`src/sv/qvr_pkg.sv`:
```
// ============================================================================
// qvr_pkg
// Shared widths, payload types and pipeline control types for the quaternion
// vector rotation pipeline.
// ============================================================================
package qvr_pkg;

   localparam int QUAT_W              = 16;
   localparam int VEC_W               = 16;
   localparam int ROT_W               = 17;
   localparam int DEF_QUAT_FRAC_BITS  = 14;

   // q * v products, then the sum of three of them
   localparam int PROD1_W = QUAT_W + VEC_W;
   localparam int T_W     = PROD1_W + 1;
   // t * q products, then the sum of four of them
   localparam int PROD2_W = T_W + QUAT_W;
   localparam int R_W     = PROD2_W + 2;

   typedef struct packed {
      logic signed [QUAT_W-1:0] w;
      logic signed [QUAT_W-1:0] x;
      logic signed [QUAT_W-1:0] y;
      logic signed [QUAT_W-1:0] z;
   } quat_type;

   typedef struct packed {
      logic signed [VEC_W-1:0] x;
      logic signed [VEC_W-1:0] y;
      logic signed [VEC_W-1:0] z;
   } vec_type;

   typedef struct packed {
      logic signed [T_W-1:0] w;
      logic signed [T_W-1:0] x;
      logic signed [T_W-1:0] y;
      logic signed [T_W-1:0] z;
   } tquat_type;

   typedef struct packed {
      logic signed [R_W-1:0] x;
      logic signed [R_W-1:0] y;
      logic signed [R_W-1:0] z;
   } rvec_type;

   // load strobes for the two register stages of a product unit
   typedef struct packed {
      logic first;
      logic second;
   } adv_type;

endpackage

```
`src/sv/qvr_round_sat.sv`:
```
// ============================================================================
// qvr_round_sat
// Output stage: round to nearest (ties up) back to the vector's scale,
// clamp to 17 bits, flag clipping, register the result.
// ============================================================================
module qvr_round_sat
   import qvr_pkg::*;
#(
   parameter int FRAC_BITS = DEF_QUAT_FRAC_BITS
)(
   input  logic                    clock,
   input  logic                    load,
   input  rvec_type                r_i,
   output logic signed [ROT_W-1:0] rot_x,
   output logic signed [ROT_W-1:0] rot_y,
   output logic signed [ROT_W-1:0] rot_z,
   output logic                    saturated
);

   localparam int SHIFT = 2 * FRAC_BITS;
   localparam int SUM_W = ((R_W > SHIFT + 1) ? R_W : SHIFT + 1) + 1;

   localparam logic signed [SUM_W-1:0] HALF    = SUM_W'(1) <<< (SHIFT - 1);
   localparam logic signed [SUM_W-1:0] OUT_MAX = SUM_W'((1 << (ROT_W - 1)) - 1);
   localparam logic signed [SUM_W-1:0] OUT_MIN = -SUM_W'(1 << (ROT_W - 1));

   logic signed [SUM_W-1:0] sh [3];
   logic signed [ROT_W-1:0] res_in [3];
   logic [2:0]              clip;
   logic signed [ROT_W-1:0] rx_ff, ry_ff, rz_ff;
   logic                    sat_ff;
   logic signed [R_W-1:0]   src [3];

   assign src[0] = r_i.x;
   assign src[1] = r_i.y;
   assign src[2] = r_i.z;

   always_comb begin
      for (int i = 0; i < 3; i++) begin
         sh[i] = (SUM_W'(src[i]) + HALF) >>> SHIFT;
         if (sh[i] > OUT_MAX) begin
            res_in[i] = OUT_MAX[ROT_W-1:0];
            clip[i]   = 1'b1;
         end else if (sh[i] < OUT_MIN) begin
            res_in[i] = OUT_MIN[ROT_W-1:0];
            clip[i]   = 1'b1;
         end else begin
            res_in[i] = sh[i][ROT_W-1:0];
            clip[i]   = 1'b0;
         end
      end
   end

   always_ff @(posedge clock) begin
      if (load) begin
         rx_ff  <= res_in[0];
         ry_ff  <= res_in[1];
         rz_ff  <= res_in[2];
         sat_ff <= |clip;
      end
   end

   assign rot_x     = rx_ff;
   assign rot_y     = ry_ff;
   assign rot_z     = rz_ff;
   assign saturated = sat_ff;

endmodule

```
`config.mk`:
```
export PLATFORM = sky130hd
export DESIGN_NAME = qvr_round_sat
export DESIGN_NICKNAME = d
export VERILOG_FILES = /design/src/sv/qvr_pkg.sv /design/src/sv/qvr_round_sat.sv
export SDC_FILE = /design/constraint.sdc
export NUM_CORES = 1
export LEC_CHECK = 0
export BUFFER_PORTS_ARGS = -buffer_cell sky130_fd_sc_hd__buf_4
export CAP_MARGIN = 20
export CORE_MARGIN = 3
export CORE_UTILIZATION = 43
export DETAILED_ROUTE_END_ITERATION = 8
export PLACE_DENSITY = 0.79
export SKIP_CTS_REPAIR_TIMING = 1
export SKIP_LAST_GASP = 1
export SYNTH_ARGS = -nofsm -noshare
export SYNTH_HDL_FRONTEND = slang
export SYNTH_SLANG_ARGS = --single-unit
```
`constraint.sdc`:
```
create_clock -name clock -period 4.1 [get_ports clock]
set_clock_uncertainty 0.1 [all_clocks]
set_input_delay 0.82 -clock clock [delete_from_list [all_inputs] [get_ports clock]]
set_output_delay 0.82 -clock clock [all_outputs]
set_load 0.1 [all_outputs]
```
Word level (Yosys, flattened, before mapping)
Index checks and enable logic that the tools add are counted.
{"block": "op_classes", "reduce_logical": 1, "add_sub_neg": 3, "n_mux": 9, "magnitude_cmp": 6}
{"op": "$add 51x29->52 const B", "count": 3}
{"op": "$gt 24x17->1 const B", "count": 3}
{"op": "$lt 24x17->1 const B", "count": 3}
{"op": "$mux 17", "count": 3}
{"op": "$mux 1", "count": 6}
{"op": "$reduce_or 3->1", "count": 1}
{"block": "word_totals", "output_inout_bits": 52, "ff_bits": 52, "inputBits": 155, "word_cells": 23}

Logic depth before layout (Yosys ltp)
{"block": "depth", "word_depth": 5, "ltp_mapped": 9, "ltp_nobuf": 8}

Worst setup path after synthesis
OpenSTA, ideal clock, no wires.
{"block": "synth_path", "kind": "input -> register", "start": "input r_i[129] in the netlist's numbering", "end": "register sat_ff (netlist: saturated), data pin", "stages": 9, "path_buffers": 1, "t_required_ns": 3.731, "arrival_time_ns": 2.541, "setup_ns": 0.269, "setup_slack_ns": 1.190, "cell_sequence": "ha_1 > nand3_1 > nor4_1 > nand3_1 > a31oi_1 > o2bb2ai_1 > nand2_1 > buf_6 > nand4_1"}
{"block": "synth_via", "elab_chain_cells": 5, "elab_cells_between_ends": 6, "classes_between": "1 x add/sub; 2 x order compare; 2 x mux; 1 x reduce/logical"}
{"item": "from (decl)", "line": "qvr_round_sat.sv:13", "rtl": "input rvec_type r_i,"}
{"item": "$add 51x29->52 (*)", "line": "qvr_round_sat.sv:40", "rtl": "sh[i] = (SUM_W'(src[i]) + HALF) >>> SHIFT;"}
{"item": "$lt 24x17->1", "line": "qvr_round_sat.sv:44", "rtl": "end else if (sh[i] < OUT_MIN) begin"}
{"item": "$mux 1", "line": "qvr_round_sat.sv:44"}
{"item": "$mux 1 (*)", "line": "qvr_round_sat.sv:41", "rtl": "if (sh[i] > OUT_MAX) begin"}
{"item": "$reduce_or 3->1 (*)", "line": "qvr_round_sat.sv:59", "rtl": "sat_ff <= |clip;"}
{"item": "to (signal assigned)", "line": "qvr_round_sat.sv:59"}
{"item": "to (decl)", "line": "qvr_round_sat.sv:31", "rtl": "logic sat_ff;"}
Every way passes the cells marked *; elsewhere a longest branch is shown, timed or not.
A chain may end at the register's enable or synchronous reset.

Worst setup path in the final report
{"block": "layout_path", "start": "input r_i[129] in the netlist's numbering", "end": "register rx_ff[4] (netlist: rot_x[4]), data pin"}
{"block": "layout_via", "elab_chain_cells": 3, "elab_cells_between_ends": 4, "classes_between": "1 x add/sub; 2 x order compare; 1 x mux"}
{"item": "$add 51x29->52 (*)", "line": "qvr_round_sat.sv:40"}
{"item": "$lt 24x17->1", "line": "qvr_round_sat.sv:44"}
{"item": "$mux 17", "line": "qvr_round_sat.sv:44"}
{"item": "to (signal assigned)", "line": "qvr_round_sat.sv:56", "rtl": "rx_ff <= res_in[0];"}
{"item": "to (decl)", "line": "qvr_round_sat.sv:30", "rtl": "logic signed [ROT_W-1:0] rx_ff, ry_ff, rz_ff;"}
Marks and branches as above.

==> parameters.txt <==
Parameter                              Value

Outcome
  Status ... finished clean

GRT
  Total gr overflow ... 0
  Overall Global Routing Usage ... 0.181
  Wire length of the first global-routing pass ... 14,300 um
  Pin count of the biggest net entering global routing ... 53
  Number of global-route vias before repair ... 3,067
  Antenna violations before repair ... 0

Critical path
  Family of cells with the greatest summed delay on the critical path ... simple AND/OR/NAND/NOR gates
  Buffers & Inverters on Critical Path ... 2
  Worst path cell trace ... buf_4, ha_1, nand3_1, nor4_1, nand3_1, a31oi_1, o2bb2ai_1, nand2_1, buf_4, o21ai_2
  Master of the slowest instance on the critical path ... sky130_fd_sc_hd__nor4_1
  Required @ worst endpoint ... 4.06 ns
  Crit path largest cell delay ... 0.68 ns
  Path type of the worst setup path ... in2reg
  Element type at the critical path end ... flip-flop
  Crit path arrival time ... 3.23 ns
  Crit start category ... input port
  Peak fanout along the critical path ... 12

Yosys
  Average instance area after synthesis ... 10.4 um2
  Yosys cell types ... 50
  Part of the Yosys area used for sequential elements ... 0.440
  Number of enable flip-flop cells after synthesis ... 52
  Yosys warnings ... 0
  Synthesized cell area ... 3550 um2
  FF+latch count, synth ... 52
  Number of nets produced by synthesis ... 500
  Post-synthesis instance total ... 342
  Main synth FF type ... sky130_fd_sc_hd__edfxtp_1
  Share of synthesized registers carrying an async set or reset ... 0

Clock network
  CTS tree ... built
  Clk slew on worst S/H paths ... 0.10 ns
  Number of buffers added by the clock tree synthesis step ... 5
  Max Buffers Root-to-Sink ... 2
  Count of H-tree levels built during CTS ... 2
  Clk Tree Root Cell ... sky130_fd_sc_hd__clkbuf_8
  CTS sink cnt ... 52

Placed design
  Post-placement cell area ... 4580 um2
  RePlAce Congestion ... 0.987
  Number of buffers inserted by port buffering ... 125
  DP Wirelength ... 6910 um

STA
  Slew Viols, Final ... 0
  Number of failing setup endpoints in the final timing report ... 0
  Unrepaired setup endpoints after global routing ... false
  Slew at the pin with the worst max-slew slack ... 0.698 ns
  Max Freq ... 306 MHz
  Final sum of negative setup slack ... 0 ns
  Endpoints failing hold ... 0
  Final period util ... 0.796
  Final worst path period need ... 3.26 ns
  Max-Slew Margin vs Limit ... 0.530

Detailed routing
  Post-detailed-route count of antenna-violating nets ... 0
  Final WL ... 8690 um
  Per-cell via count in the routed design ... 5.68
  Post-DR wirelength/cell ... 15.2 um
  Iter 0 DRT Violations ... 162
  First-pass DRT Iterations ... 4
  Via count ... 3,252
  Number of DRC violations after detailed routing ... 0

Min path
  Min-Delay Endpoint ... rot_z[16]
  Source of the worst hold timing path ... r_i[50]
  Worst hold path depth ... 3
  Class of the worst hold path ... in2reg

Finish
  Multi-input combinational cell area ... 1890 um2
  Commonest cells after routing, fill and taps aside ... sky130_fd_sc_hd__buf_4 (128), sky130_fd_sc_hd__edfxtp_1 (52), sky130_fd_sc_hd__nand3_1 (32), sky130_fd_sc_hd__xor2_1 (26)
  Antenna diode count ... 0
  Layout Area Growth over Synthesis ... 31.7%
  Seq. cell area ... 1560 um2
  Most common cell after layout, fill and taps aside ... sky130_fd_sc_hd__buf_4
  Fraction of layout instances using a drive strength above 1 ... 0.363
  Fillers ... 696
  Total Nets Final ... 628
  Design area ... 4670 um2

Die
  Core Footprint ... 7890 um2
  Effective utilization at floorplan ... 0.450
  DIE AREA ... 9380 um2
  Row count ... 32
  I/O pin total ... 207
  Die X ... 96.9 um
  Vert. Die Dim ... 96.9 um

Power and ir drop
  Power density over the cells ... 337 nW/um2
  Worst supply voltage drop on vdd ... 0.000188 V
  Total chip power ... 0.00158 W
  Leakage power of the design ... 1.78 nW

Job
  MaxCap Viol Count ... 0
[flip-flops by register name, indices dropped and copies added, names as in the netlist]
register	count
rot_y	17
rot_x	17
saturated	1
rot_z	17
[metrics by stage]
| stage | instances | setup WS (ns) | hold WS (ns) | utilization |
|---|---|---|---|---|
| final | 573 | 0.836 | 0.751 | 0.593 |
| after floorplan | 342 | 1.19 | 0.832 | - |
| after detailed placement | 565 | 0.540 | 1.07 | 0.580 |
| after global routing | 573 | 0.676 | 0.751 | 0.593 |
| after CTS | 573 | 0.873 | 0.744 | 0.593 |
| after global placement | 565 | 0.641 | 1.07 | 0.580 |
[power by group]
group          internal (W)  total (W)  switching, W
sequential         0.000638   0.000651     0.0000132
combinational      0.000150   0.000616      0.000466
clock              0.000126   0.000309      0.000184
total              0.000914    0.00158      0.000663
[synth_stat cells (4+ instances only)]
master,instances,area (um2)
sky130_fd_sc_hd__a21oi_1,9,45.0
sky130_fd_sc_hd__a31oi_1,4,25.0
sky130_fd_sc_hd__and3_1,13,81.3
sky130_fd_sc_hd__and4_1,7,61.3
sky130_fd_sc_hd__buf_6,4,45.0
sky130_fd_sc_hd__edfxtp_1,52,1560
sky130_fd_sc_hd__inv_1,11,41.3
sky130_fd_sc_hd__nand2_1,22,82.6
sky130_fd_sc_hd__nand3_1,32,160
sky130_fd_sc_hd__nand4_1,12,75.1
sky130_fd_sc_hd__nor2_1,17,63.8
sky130_fd_sc_hd__nor3b_1,5,37.5
sky130_fd_sc_hd__nor4_1,5,31.3
sky130_fd_sc_hd__o21ai_0,20,100
sky130_fd_sc_hd__o21ai_1,11,55.1
sky130_fd_sc_hd__o21ai_2,18,158
sky130_fd_sc_hd__xnor2_1,22,193
sky130_fd_sc_hd__xor2_1,26,228
[how the worst max path moves through the flow]
stage                     slack (ns)  startpoint  cells past startpoint   endpoint
after floorplan                 1.19    r_i[129]                      9  saturated
after global placement          0.64    r_i[129]                     10   rot_x[4]
after detailed placement        0.54    r_i[129]                     10   rot_x[4]
after CTS                       0.87    r_i[129]                     10   rot_x[4]
after global routing            0.68    r_i[129]                     10   rot_x[5]
final                           0.84    r_i[129]                     10   rot_x[4]
[metal layers]
layer  share of wire  up-vias  track usage  routed length, um
li1                -     1574            -                  -
met1            0.42     1536        0.233               3660
met2            0.49      138        0.316               4280
met3           0.081        4       0.0425                701
met4          0.0052        0       0.0302                 45
met5               0        -            0                  0
[cells by family (layout without fill, tap and decap cells)]
| group | count (synthesis) | in the layout | share of synthesized area |
|---|---|---|---|
| AO/OA/AOI/OAI | 83 | 83 | 0.162 |
| XOR/XNOR | 48 | 48 | 0.118 |
| AND/OR/NAND/NOR | 138 | 138 | 0.240 |
| adder cells (fa/ha/maj) | 3 | 3 | 0.0106 |
| buffers and inverters | 18 | 147 | 0.0286 |
| flip-flops | 52 | 52 | 0.440 |
[worst min-delay path, cell delays in order]
cell	delay (ns)
sky130_fd_sc_hd__buf_4	0.09
sky130_fd_sc_hd__o31ai_2	0.09
sky130_fd_sc_hd__inv_1	0.06
[area by class of cell]
| class | count | share of cell area |
|---|---|---|
| multi-input cells | 272 | 0.404 |
| clock buffers | 5 | 0.0147 |
| repair buffers | 128 | 0.206 |
| flip-flops and latches | 52 | 0.334 |
| clock inverters | 3 | 0.00589 |
| well taps | 102 | 0.0273 |
| inverters | 11 | 0.00883 |
Note: power is estimated with default switching activity, not from simulation.
